File: src/rtl/core/lph_pkg.sv
// Shared types and constants for the linear probing hash insert block.
package lph_pkg;

	localparam int TABLE_SIZE  = 100;
	localparam int KEY_W       = 31;
	localparam int IDX_W       = $clog2(TABLE_SIZE);
	localparam int UC_W        = $clog2(TABLE_SIZE + 1);
	localparam int OUT_IDX_W   = 7;
	localparam int TOT_W       = 13;
	localparam int TOTAL_MAX   = 8191;
	localparam int QUEUE_DEPTH = 2;
	localparam int IN_DATA_W   = 32;
	localparam int OUT_DATA_W  = 40;

	// Reciprocal of TABLE_SIZE (100): key / 100 == (key * MOD_MUL) >> MOD_SHIFT for any
	// 32-bit key.
	localparam int          MUL_W     = 64;
	localparam logic [31:0] MOD_MUL   = 32'h51EB_851F;
	localparam int          MOD_SHIFT = 37;
	localparam int          QUOT_W    = MUL_W - MOD_SHIFT;

	localparam logic ACT_INSERT = 1'b0;
	localparam logic ACT_CLEAR  = 1'b1;

	// One classified item on its way from the front to the back.
	typedef struct packed {
		logic             action;
		logic [KEY_W-1:0] key;
		logic [IDX_W-1:0] home;
	} lph_entry_t;

	// One result item.
	typedef struct packed {
		logic                 table_full;
		logic [TOT_W-1:0]     running_total;
		logic [OUT_IDX_W-1:0] misses;
		logic [OUT_IDX_W-1:0] final_index;
		logic [OUT_IDX_W-1:0] home_index;
	} lph_res_t;

	// Fit an internal index or count to the fixed field width (mask or zero-extend).
	function automatic logic [OUT_IDX_W-1:0] to_field(input logic [IDX_W-1:0] v);
		logic [IDX_W+OUT_IDX_W-1:0] ext;
		ext = {{OUT_IDX_W{1'b0}}, v};
		return ext[OUT_IDX_W-1:0];
	endfunction

endpackage

File: src/rtl/core/linear_probe_hash_insert.sv
// Top level of the linear probing hash table insert block.
//
// Usage: items arrive on the s_ group; tuser selects insert (0) or clear (1) and tdata carries
// the key. Each item yields exactly one result on the m_ group.
// The front takes one item, then reduces the key modulo the table size by a reciprocal
// multiply and a multiply-back subtract (skipped for a clear), and pushes it into a
// two-entry queue. s_tready rises again once the item is queued, so the front takes no new
// item while it is still working on the last one.
// The back pops an item and probes the used bits one slot per cycle starting at the home slot:
// an insert probes until it finds a free slot, a clear or an insert into a full table skips
// the probe and goes straight to emit, then the result moves to the output register.
// The probe loop reads a single slot at a time and bounds the sustained insert rate.
// A full table sets table_full and stores nothing. A clear empties all slots and the miss
// total at once, as the used bits live in flip-flops.
// Reset empties the table, the total, the queue and the output register.
// When m_tready is low the result holds; the back finishes its next item and waits, the queue
// fills, and then the front holds s_tready low.
module linear_probe_hash_insert import lph_pkg::*; (
	input  logic                  clk,
	input  logic                  arst_n,
	input  logic                  s_tvalid,
	output logic                  s_tready,
	input  logic [IN_DATA_W-1:0]  s_tdata,   // [30:0] key, [31] zero
	input  logic                  s_tuser,   // [0] action
	output logic                  m_tvalid,
	input  logic                  m_tready,
	output logic [OUT_DATA_W-1:0] m_tdata    // [6:0] home_index, [13:7] final_index,
	                                         // [20:14] misses, [33:21] running_total,
	                                         // [34] table_full, [39:35] zero
);

	lph_entry_t push_entry;
	lph_entry_t q_head;
	lph_res_t   res;
	logic       push;
	logic       q_full;
	logic       q_valid;
	logic       pop;

	// Classify and compute the home slot.
	lph_front u_front (
		.clk        (clk),
		.arst_n     (arst_n),
		.in_valid   (s_tvalid),
		.in_ready   (s_tready),
		.in_action  (s_tuser),
		.in_key     (s_tdata[KEY_W-1:0]),
		.push       (push),
		.push_entry (push_entry),
		.q_full     (q_full)
	);

	// Decouple the key reduction from the probe loop.
	lph_queue u_queue (
		.clk        (clk),
		.arst_n     (arst_n),
		.push       (push),
		.push_entry (push_entry),
		.full       (q_full),
		.pop        (pop),
		.valid      (q_valid),
		.head       (q_head)
	);

	// Probe, store and report.
	lph_back u_back (
		.clk       (clk),
		.arst_n    (arst_n),
		.q_valid   (q_valid),
		.q_head    (q_head),
		.pop       (pop),
		.res_valid (m_tvalid),
		.res_ready (m_tready),
		.res       (res)
	);

	// Pack the result fields from the lowest bit up and pad to whole bytes.
	assign m_tdata = {(OUT_DATA_W - $bits(lph_res_t))'(0), res};

	// A full-table result stores nothing, so it reports no slot and no misses.
	a_full_no_probe: assert property (@(posedge clk) disable iff (!arst_n)
		(m_tvalid && m_tdata[34]) |-> (m_tdata[20:7] == '0))
		else $error("full-table result carries probe data");

	// A stalled result holds its data until it is taken.
	a_res_hold: assert property (@(posedge clk) disable iff (!arst_n)
		(m_tvalid && !m_tready) |=> (m_tvalid && $stable(m_tdata)))
		else $error("result changed while stalled");

	// The front takes one item at a time: after an acceptance it is busy.
	a_front_busy: assert property (@(posedge clk) disable iff (!arst_n)
		(s_tvalid && s_tready) |=> !s_tready)
		else $error("front accepted back to back");

	// Slot indices and miss counts stay inside the table.
	a_res_range: assert property (@(posedge clk) disable iff (!arst_n)
		m_tvalid |-> (res.home_index < OUT_IDX_W'(TABLE_SIZE) &&
		              res.final_index < OUT_IDX_W'(TABLE_SIZE) &&
		              res.misses < OUT_IDX_W'(TABLE_SIZE)))
		else $error("result index out of range");

endmodule

File: src/rtl/core/lph_front.sv
// Front end: accept items and reduce the key to its home slot by reciprocal multiplication.
module lph_front import lph_pkg::*; (
	input  logic             clk,
	input  logic             arst_n,
	input  logic             in_valid,
	output logic             in_ready,
	input  logic             in_action,
	input  logic [KEY_W-1:0] in_key,
	output logic             push,
	output lph_entry_t       push_entry,
	input  logic             q_full
);

	typedef enum logic [3:0] {
		F_IDLE = 4'b0001,
		F_MUL  = 4'b0010,
		F_REM  = 4'b0100,
		F_PUSH = 4'b1000
	} fstate_t;

	fstate_t           state_q;
	logic              action_q;
	logic [KEY_W-1:0]  key_q;
	logic [QUOT_W-1:0] quot_q;
	logic [IDX_W-1:0]  rem_q;
	logic [MUL_W-1:0]  prod;
	logic [KEY_W-1:0]  quot_x;
	logic [KEY_W-1:0]  rem_full;

	// Quotient by the reciprocal, then the remainder by one multiply-back and subtract.
	always_comb begin
		prod     = MUL_W'(key_q) * MUL_W'(MOD_MUL);
		quot_x   = KEY_W'(quot_q) * KEY_W'(TABLE_SIZE);
		rem_full = key_q - quot_x;
	end

	assign in_ready   = (state_q == F_IDLE);
	assign push       = (state_q == F_PUSH) && !q_full;
	assign push_entry = '{action: action_q, key: key_q, home: rem_q};

	always_ff @(posedge clk or negedge arst_n) begin
		if (!arst_n) begin
			state_q <= F_IDLE;
		end else begin
			case (state_q)
				F_IDLE: begin
					if (in_valid) begin
						state_q <= (in_action == ACT_CLEAR) ? F_PUSH : F_MUL;
					end
				end
				F_MUL: begin
					state_q <= F_REM;
				end
				F_REM: begin
					state_q <= F_PUSH;
				end
				F_PUSH: begin
					if (!q_full) begin
						state_q <= F_IDLE;
					end
				end
				default: state_q <= F_IDLE;
			endcase
		end
	end

	always_ff @(posedge clk) begin
		if (state_q == F_IDLE && in_valid) begin
			action_q <= in_action;
			key_q    <= in_key;
			rem_q    <= '0;
		end else if (state_q == F_MUL) begin
			quot_q <= prod[MUL_W-1:MOD_SHIFT];
		end else if (state_q == F_REM) begin
			rem_q <= rem_full[IDX_W-1:0];
		end
	end

endmodule

File: src/rtl/core/lph_queue.sv
// Short FIFO of classified items between the front and the back.
module lph_queue import lph_pkg::*; (
	input  logic       clk,
	input  logic       arst_n,
	input  logic       push,
	input  lph_entry_t push_entry,
	output logic       full,
	input  logic       pop,
	output logic       valid,
	output lph_entry_t head
);

	localparam int PTR_W = (QUEUE_DEPTH > 1) ? $clog2(QUEUE_DEPTH) : 1;
	localparam int CNT_W = $clog2(QUEUE_DEPTH + 1);

	lph_entry_t        entries_q [QUEUE_DEPTH];
	logic [PTR_W-1:0]  wr_ptr_q;
	logic [PTR_W-1:0]  rd_ptr_q;
	logic [CNT_W-1:0]  count_q;
	logic              do_push;
	logic              do_pop;

	assign full    = (count_q == CNT_W'(QUEUE_DEPTH));
	assign valid   = (count_q != '0);
	assign head    = entries_q[rd_ptr_q];
	assign do_push = push && !full;
	assign do_pop  = pop && valid;

	always_ff @(posedge clk or negedge arst_n) begin
		if (!arst_n) begin
			wr_ptr_q <= '0;
			rd_ptr_q <= '0;
			count_q  <= '0;
		end else begin
			if (do_push) begin
				wr_ptr_q <= (wr_ptr_q == PTR_W'(QUEUE_DEPTH - 1)) ? '0 : wr_ptr_q + 1'b1;
			end
			if (do_pop) begin
				rd_ptr_q <= (rd_ptr_q == PTR_W'(QUEUE_DEPTH - 1)) ? '0 : rd_ptr_q + 1'b1;
			end
			if (do_push && !do_pop) begin
				count_q <= count_q + 1'b1;
			end else if (do_pop && !do_push) begin
				count_q <= count_q - 1'b1;
			end
		end
	end

	always_ff @(posedge clk) begin
		if (do_push) begin
			entries_q[wr_ptr_q] <= push_entry;
		end
	end

endmodule

File: src/rtl/core/lph_back.sv
// Back end: probe the table one slot per cycle, store the key, hold the result register.
module lph_back import lph_pkg::*; (
	input  logic       clk,
	input  logic       arst_n,
	input  logic       q_valid,
	input  lph_entry_t q_head,
	output logic       pop,
	output logic       res_valid,
	input  logic       res_ready,
	output lph_res_t   res
);

	typedef enum logic [2:0] {
		B_IDLE  = 3'b001,
		B_PROBE = 3'b010,
		B_EMIT  = 3'b100
	} bstate_t;

	bstate_t           state_q;
	logic [KEY_W-1:0]  key_q;
	logic [IDX_W-1:0]  home_q;
	logic [IDX_W-1:0]  idx_q;
	logic [IDX_W-1:0]  miss_q;
	logic [UC_W-1:0]   used_cnt_q;
	logic [TOT_W-1:0]  total_q;
	logic [TABLE_SIZE-1:0] used_q;
	logic [KEY_W-1:0]  key_mem [TABLE_SIZE];
	lph_res_t          pend_q;
	lph_res_t          res_q;
	logic              res_valid_q;
	logic [TOT_W:0]    total_sum;
	logic [TOT_W-1:0]  total_new;
	logic              slot_free;
	logic              emit;

	assign slot_free = !used_q[idx_q];
	assign pop       = (state_q == B_IDLE) && q_valid;
	assign emit      = (state_q == B_EMIT) && (!res_valid_q || res_ready);
	assign res_valid = res_valid_q;
	assign res       = res_q;

	// Saturating accumulate of this insert's misses.
	always_comb begin
		total_sum = {1'b0, total_q} + (TOT_W+1)'(miss_q);
		if (total_sum > (TOT_W+1)'(TOTAL_MAX)) begin
			total_new = TOT_W'(TOTAL_MAX);
		end else begin
			total_new = total_sum[TOT_W-1:0];
		end
	end

	always_ff @(posedge clk or negedge arst_n) begin
		if (!arst_n) begin
			state_q     <= B_IDLE;
			used_q      <= '0;
			used_cnt_q  <= '0;
			total_q     <= '0;
			res_valid_q <= 1'b0;
		end else begin
			if (emit) begin
				res_valid_q <= 1'b1;
			end else if (res_ready) begin
				res_valid_q <= 1'b0;
			end
			case (state_q)
				B_IDLE: begin
					if (q_valid) begin
						if (q_head.action == ACT_CLEAR) begin
							used_q     <= '0;
							used_cnt_q <= '0;
							total_q    <= '0;
							state_q    <= B_EMIT;
						end else if (used_cnt_q == UC_W'(TABLE_SIZE)) begin
							state_q <= B_EMIT;
						end else begin
							state_q <= B_PROBE;
						end
					end
				end
				B_PROBE: begin
					if (slot_free) begin
						used_q[idx_q] <= 1'b1;
						used_cnt_q    <= used_cnt_q + 1'b1;
						total_q       <= total_new;
						state_q       <= B_EMIT;
					end
				end
				B_EMIT: begin
					if (emit) begin
						state_q <= B_IDLE;
					end
				end
				default: state_q <= B_IDLE;
			endcase
		end
	end

	always_ff @(posedge clk) begin
		case (state_q)
			B_IDLE: begin
				if (q_valid) begin
					key_q  <= q_head.key;
					home_q <= q_head.home;
					idx_q  <= q_head.home;
					miss_q <= '0;
					if (q_head.action == ACT_CLEAR) begin
						pend_q <= '0;
					end else begin
						pend_q.home_index    <= to_field(q_head.home);
						pend_q.final_index   <= '0;
						pend_q.misses        <= '0;
						pend_q.running_total <= total_q;
						pend_q.table_full    <= 1'b1;
					end
				end
			end
			B_PROBE: begin
				if (slot_free) begin
					key_mem[idx_q]       <= key_q;
					pend_q.home_index    <= to_field(home_q);
					pend_q.final_index   <= to_field(idx_q);
					pend_q.misses        <= to_field(miss_q);
					pend_q.running_total <= total_new;
					pend_q.table_full    <= 1'b0;
				end else begin
					miss_q <= miss_q + 1'b1;
					idx_q  <= (idx_q == IDX_W'(TABLE_SIZE - 1)) ? '0 : idx_q + 1'b1;
				end
			end
			B_EMIT: begin
				if (emit) begin
					res_q <= pend_q;
				end
			end
			default: ;
		endcase
	end

endmodule
File: config.mk
export PLATFORM = sky130hd
export DESIGN_NAME = linear_probe_hash_insert
export DESIGN_NICKNAME = d
export VERILOG_FILES = /design/src/rtl/core/lph_pkg.sv /design/src/rtl/core/linear_probe_hash_insert.sv /design/src/rtl/core/lph_front.sv /design/src/rtl/core/lph_queue.sv /design/src/rtl/core/lph_back.sv
export SDC_FILE = /design/constraint.sdc
export NUM_CORES = 1
export LEC_CHECK = 0
export ABC_CLOCK_PERIOD_IN_PS = 8200
export BUFFER_PORTS_ARGS = -buffer_cell sky130_fd_sc_hd__buf_4
export CAP_MARGIN = 10
export CORE_MARGIN = 3
export CORE_UTILIZATION = 45
export CTS_CLUSTER_SIZE = 12
export DETAILED_ROUTE_END_ITERATION = 8
export GPL_TIMING_DRIVEN = 0
export PLACE_DENSITY = 0.71
export SLEW_MARGIN = 20
export SYNTH_ARGS = -nofsm -noshare
export SYNTH_HDL_FRONTEND = slang
export SYNTH_SLANG_ARGS = --single-unit
export TNS_END_PERCENT = 5
File: constraint.sdc
create_clock -name clk -period 8.2 [get_ports clk]
set_input_delay 1.23 -clock clk [delete_from_list [all_inputs] [get_ports clk]]
set_output_delay 1.23 -clock clk [all_outputs]
set_load 0.1 [all_outputs]
* Word level (Yosys, flattened, before mapping) *
Memories as Yosys holds them, arrays and structs flattened.
Index checks and enable logic that the tools add are counted.

word-level totals
  bits in registers = 287
  RAM bits = 78
  input port bits = 37
  output and inout bits = 42
  memories kept = 1

memory list
  memory             depth  bits a word  rd ports  clocked after Yosys merged registers in  wr ports  RTL line         source
  u_queue.entries_q  2      39           1         0                                        1         lph_queue.sv:16  lph_entry_t entries_q [QUEUE_DEPTH];

operators by class
  add/subtract/negate cells = 9
  multipliers = 2
  order comparisons = 3
  eq/ne operators = 17
  mux-type cells = 46
  bitwise gates (word level) = 3
  reductions and logical operators = 27

operators by type and width
  operator                                              number
  2-to-1 mux 100 bit                                    3
  case mux 100 bit (2 select lines)                     1
  2-to-1 mux 35 bit                                     3
  OR 100 bit                                            1
  case mux 35 bit (2 select lines)                      1
  multiplier 31 x 31 -> 62 bit, second input constant   1
  2-to-1 mux 7 bit                                      8
  2-to-1 mux 13 bit                                     4
  case mux 7 bit (2 select lines)                       3
  case mux 13 bit (2 select lines)                      1
  multiplier 25 x 5 -> 5 bit, second input constant     1
  adder 7 x 1 -> 7 bit, second input constant           3
  case mux 4 bit (4 select lines)                       1
  2-to-1 mux 3 bit                                      5
  adder 13 x 7 -> 14 bit                                1
  == test 7 bit, second input constant                  2
  > comparator 14 x 13 -> 1 bit, second input constant  1
  2-to-1 mux 4 bit                                      3
  AND reduction 2 bit                                   5
  logical AND 1 bit                                     9
  case mux 3 bit (3 select lines)                       1
  AND reduction 3 bit                                   3
  < comparator 7 x 8 -> 1 bit, second input constant    1
  2-to-1 mux 1 bit                                      8
  other kinds (23)                                      37

* Logic depth before layout (Yosys ltp) *
  depth after elaboration = 8
  gate-level depth with buffers = 23
  mapped depth without buffers = 23

* Cells and area by module *
From an unflattened synthesis, not the netlist that was laid out.

unflattened totals
  cell total of the unflattened synthesis = 2390
  area total of the unflattened synthesis = 27536.4 µm²

by module, submodules not included
  module                    times used  cells an instance  area each (µm²)  sequential area each (µm²)
  lph_front                 1           1399               14184.9          1352.5
  lph_back                  1           845                10283.6          5836.8
  lph_queue                 1           140                3026.7           2442.3
  linear_probe_hash_insert  1           6                  41.3             0.0

* Least setup slack after synthesis *
No wires, ideal clock.

  path type = register to register
  start = reg u_front.key_q[6]
  end = reg u_front.quot_q[1] (data pin)
  setup time = 0.264 ns
  arrival time = 6.423 ns
  setup slack = 1.513 ns
  cell stages (with the launch flop) = 22
  path buffers = 0
  period minus slack after synthesis = 6.687 ns
  cells stage by stage = edfxtp_1 -> ha_1 -> inv_1 -> fa_1 -> inv_1 -> fa_1 -> ha_1 -> fa_1 -> fa_1 -> fa_1 -> inv_1 -> fa_1 -> inv_1 -> ha_1 -> a21o_1 -> a21o_1 -> a21o_1 -> a21o_1 -> a2111oi_0 -> o31ai_1 -> a221oi_1 -> xnor2_1

between the ends
  longest elaborated chain between the ends = 1

ends and longest elaborated chain
  element                       RTL line         source
  from (decl)                   lph_front.sv:23  logic [KEY_W-1:0] key_q;
  from (signal assigned)        lph_front.sv:70  key_q <= in_key;
  multiplier 31 x 31 -> 62 bit  lph_front.sv:32  prod = MUL_W'(key_q) * MUL_W'(MOD_MUL);
  via u_front.prod[38]          lph_front.sv:26  logic [MUL_W-1:0] prod;
  to (signal assigned)          lph_front.sv:73  quot_q <= prod[MUL_W-1:MOD_SHIFT];
  to (decl)                     lph_front.sv:24  logic [QUOT_W-1:0] quot_q;

The timed path passes the listed nets, and every way through them passes these cells.
A chain may end at the register's enable or synchronous reset.

* Final worst setup path *
  start = reg u_front.key_q[14]
  end = reg u_front.quot_q[1] (data pin)

The elaborated chain is that of the path after synthesis.

==> summary by stage <==
STA
The part of the cycle the worst path needs is 92.6%. The setup TNS is 0 ps. Setup repair after global routing left no endpoint under its margin. The final number of max-transition violations is 0. Setup violations remaining at the end of the flow were counted as 0. On the final layout, the worst clock skew is around 22 ps. The number of hold violations in the final report came to 0. Measured against its own limit, the worst slew margin works out to 28.6%. The transition time of the tightest slew-check pin is about 1100 ps. Derived from the worst setup path, the maximum achievable clock frequency is approximately 130 MHz. The clock period could shrink to 7590 ps.

Critical path
The worst setup path is launched from a flip-flop. Data on the critical path is required at its endpoint by roughly 8500 ps. The setup slack of the most critical reg-to-reg path is 610 ps. The critical path goes through inv_1, fa_1, inv_1, fa_1, inv_1, fa_1, inv_1, fa_1, inv_1, fa_1, fa_1, inv_1, fa_1, ha_1, a211oi_1, o21ai_0, o211ai_1, o211ai_1, a2111oi_0, o31ai_1, a221oi_1, xnor2_1. STA classifies the critical path endpoint as a flip-flop. In this run the worst path has a maximum fanout of 9.

Data arrives at the worst endpoint at 7920 ps. The most frequent cell on the critical path is sky130_fd_sc_hd__fa_1. Counting both buffers and inverters, the worst setup path holds a total of 6. The kind of cell adding the most delay to the critical path is adder cells. The slowest cell on the critical path is sky130_fd_sc_hd__a2111oi_0.

The critical path's largest stage delay is 790 ps. The classification of the worst setup path is flip-flop to flip-flop.

Die
The chip height is 239 um. slightly below 80 I/O pins were placed. The initial utilization of the core area, before any placement, comes to between 40% and 50%. The die covers 56900 sq um. The floorplan step set the die width to 239 um.

The cell row count is 84. The region available for standard cell placement spans 53100 sq um.

Clocking
The TritonCTS clock tree is done. The CTS root buffer is sky130_fd_sc_hd__clkbuf_16. At the later pin of the worst-skew pair, clock insertion delay measures around 600 ps. Clock tree synthesis inserted a total of 31 buffers. The longest clock path from root to sink contains 3 buffers. CTS saw around 280 sinks. Post-CTS repair changed the size of 0 cells. CTS built an H-tree with a depth of 1.

Buffers added to address setup during post-CTS repair amount to 0. After clock tree synthesis, the clock-pin slew on the worst setup and hold paths is 60 ps. The number of hold buffers added after cts is 0.

Logic synthesis
The synthesized design devotes to its leading area cell type 24.8% of total area. The most used flip-flop cell after synthesis is sky130_fd_sc_hd__edfxtp_1. The flip-flop and latch count after synthesis is 283. The average size of a mapped cell is 10.9 sq um. The count of flip-flops with a built-in enable after synthesis is 144. The count of mapped cells out of synthesis is 2230. After synthesis, the netlist uses 71 different library cells. Summing the sequential cell areas from Yosys gives a little under a third of the chip area. sky130_fd_sc_hd__fa_1 takes more of the synthesized area than any other cell.

Of all flip-flops after synthesis, the portion carrying an async set or reset was 46.6%. Yosys printed 0 warnings. The synthesized cell area is 24300 sq um. In the post-synthesis netlist, the biggest area contributors are sky130_fd_sc_hd__fa_1 (25%), sky130_fd_sc_hd__edfxtp_1 (18%), sky130_fd_sc_hd__ha_1 (14%).

Drt
After detailed routing, the total wire length is around 55000 um. The overall via count from detail_route is 15963. The DRC marker count from the first detailed-route iteration is 1201.

After detailed routing, the average wire length per cell comes to about 18 um. For this run, design rule violations remaining after detail routing come to 0. Using the TritonRoute via totals, the vias-per-cell ratio works out to 5.22.

The first-pass detailed-route iteration total is 5. The number of routed nets with antenna violations is 0.

Hold path
The path class of the tightest hold or removal check is flip-flop to flip-flop.

Flow run
The tool flagged a number of max-cap violations equal to 0.

Layout
The final cell count without fillers is 3056. The register area is approximately 7800 sq um. Summing all multi-input logic gate instances after layout gives 14000 sq um. From synthesis to final layout, the design area changed by 10.5%.

The diode insertion count for antenna repair is 0. The library cell used most frequently in the layout, excluding fill and tap cells, is sky130_fd_sc_hd__inv_1. In the final design database the tool counted 2953 nets. The filler cells instantiated in the layout total 4626. The library cells used most frequently in the layout, excluding fill and tap cells, are sky130_fd_sc_hd__inv_1 (589), sky130_fd_sc_hd__fa_1 (302), sky130_fd_sc_hd__ha_1 (271).

The post-route netlist has 8.66% of its cells at a drive strength greater than 1.

Place
The final weighted congestion of routability-driven global placement is 0.913. Detailed placement ended at an HPWL of 44100 um. The number of instances in the placed design is 2998.

The number of buffers inserted by port buffering is just over 70.

Global route
The global-route wire length before repair is 90700 um. The number of global-route vias before repair is around 17000. Global routing used between 20% and 30% of the available tracks.

The maximum number of pins on one net before global-route repair is 68. Global routing finished with a remaining overflow of 0. The number of antenna violations at the first check in global routing is 0.

Run status
The flow ran to the end, and the final reports show no timing, DRC or antenna violations.
==> Yosys cell counts (7+ instances only) <==
cell,number
sky130_fd_sc_hd__buf_2,13
sky130_fd_sc_hd__nor3_1,11
sky130_fd_sc_hd__a21oi_1,47
sky130_fd_sc_hd__a21o_1,22
sky130_fd_sc_hd__mux2i_1,19
sky130_fd_sc_hd__buf_4,7
sky130_fd_sc_hd__mux2_2,18
sky130_fd_sc_hd__nor2_1,158
sky130_fd_sc_hd__buf_6,7
sky130_fd_sc_hd__o21ai_0,25
sky130_fd_sc_hd__mux4_2,21
sky130_fd_sc_hd__a31oi_1,109
sky130_fd_sc_hd__xnor2_1,38
sky130_fd_sc_hd__nand3_1,21
sky130_fd_sc_hd__clkbuf_1,46
sky130_fd_sc_hd__and3_1,12
sky130_fd_sc_hd__nand4_1,11
sky130_fd_sc_hd__xor2_1,12
sky130_fd_sc_hd__nand2b_1,11
sky130_fd_sc_hd__nand2_1,67
sky130_fd_sc_hd__edfxtp_1,144
sky130_fd_sc_hd__and2_1,22
sky130_fd_sc_hd__dfxtp_1,7
sky130_fd_sc_hd__ha_1,271
sky130_fd_sc_hd__inv_1,589
sky130_fd_sc_hd__fa_1,302
sky130_fd_sc_hd__dfrtp_1,130
==> state kept, by name, indices dropped and copies added (netlist names) <==
name and flops:
u_back.state_q 3, u_queue.entries_q 16, u_back.miss_q 7, u_front.key_q 31
u_front.action_q 1, u_back.pend_q 35, u_back.used_cnt_q 7, u_front.rem_q 7
u_queue.rd_ptr_q 1, u_queue.wr_ptr_q 1, u_back.used_q 100, u_queue.count_q 2
u_back.idx_q 7, u_back.res_valid 1, u_back.total_q 13, u_back.res 35
u_front.state_q 4, u_front.quot_q 5, u_back.home_q 7
==> through the flow <==
| stage | area [sq um] | setup slack [ps] | hold WS [ps] | utilization, % |
|---|---|---|---|---|
| final | 26900 | 605 | 418 | 50.7 |
| after global routing | 26900 | 261 | 426 | 50.7 |
| after CTS | 26900 | 616 | 418 | 50.6 |
| after detailed placement | 25900 | 666 | 405 | 48.8 |
| after global placement | 25800 | 680 | 403 | 48.5 |
| after floorplan | 24400 | 1510 | 400 | - |
==> worst paths after layout <==
check | startpoint | end | cells past startpoint
min in group asynchronous | arst_n | u_back.used_q[55] | 1
min reg2reg | u_back.pend_q[9] | u_back.res[9] | 0
max reg2reg | u_front.key_q[14] | u_front.quot_q[1] | 22
min | u_back.pend_q[9] | u_back.res[9] | 0
max | u_front.key_q[14] | u_front.quot_q[1] | 22
max in group asynchronous | arst_n | u_front.state_q[0] | 2
==> worst register-to-register path: stages, from the launching register on <==
cell and delay (ps):
sky130_fd_sc_hd__edfxtp_1 640, sky130_fd_sc_hd__inv_1 210, sky130_fd_sc_hd__fa_1 590, sky130_fd_sc_hd__inv_1 80, sky130_fd_sc_hd__fa_1 510, sky130_fd_sc_hd__inv_1 60, sky130_fd_sc_hd__fa_1 480, sky130_fd_sc_hd__inv_1 50
sky130_fd_sc_hd__fa_1 510, sky130_fd_sc_hd__inv_1 50, sky130_fd_sc_hd__fa_1 470, sky130_fd_sc_hd__fa_1 550, sky130_fd_sc_hd__inv_1 60, sky130_fd_sc_hd__fa_1 470, sky130_fd_sc_hd__ha_1 320, sky130_fd_sc_hd__a211oi_1 220
sky130_fd_sc_hd__o21ai_0 120, sky130_fd_sc_hd__o211ai_1 190, sky130_fd_sc_hd__o211ai_1 330, sky130_fd_sc_hd__a2111oi_0 790, sky130_fd_sc_hd__o31ai_1 190, sky130_fd_sc_hd__a221oi_1 370, sky130_fd_sc_hd__xnor2_1 100
==> cell type report <==
class                           count  area share, %
Buffer                             74           1.39
Multi-Input combinational cell   1286           52.2
Clock buffer                       49           3.36
Inverter                          591           8.25
Timing Repair Buffer               76           2.39
Tap cell                          688           3.20
Sequential cell                   283           28.9
Clock inverter                      9          0.344
==> kinds of logic (layout without fill, tap and decap cells) <==
kind of cell / after synthesis / after routing / share of synthesized area [%]
simple gates: 340 / 340 / 6.52
other cells: 1 / 5 / 0.0154
flops: 283 / 283 / 31.9
xor+xnor: 50 / 50 / 1.80
fa+ha+maj: 573 / 573 / 38.8
mux: 59 / 59 / 3.60
buf+inv: 665 / 799 / 10.6
compound gates: 259 / 259 / 6.72
==> routing by layer <==
| metal | vias to the layer above | global-route usage (%) | routed length [um] |
|---|---|---|---|
| met5 | - | 0 | 0 |
| met4 | 0 | 5.88 | 1680 |
| met3 | 97 | 4.13 | 3680 |
| met2 | 470 | 33.8 | 26500 |
| met1 | 8035 | 26.9 | 23200 |
| li1 | 7361 | - | - |
Power is left out: the tool's default activity adds up to more than one toggle a clock period on the data nets, which glitch-free logic cannot reach.
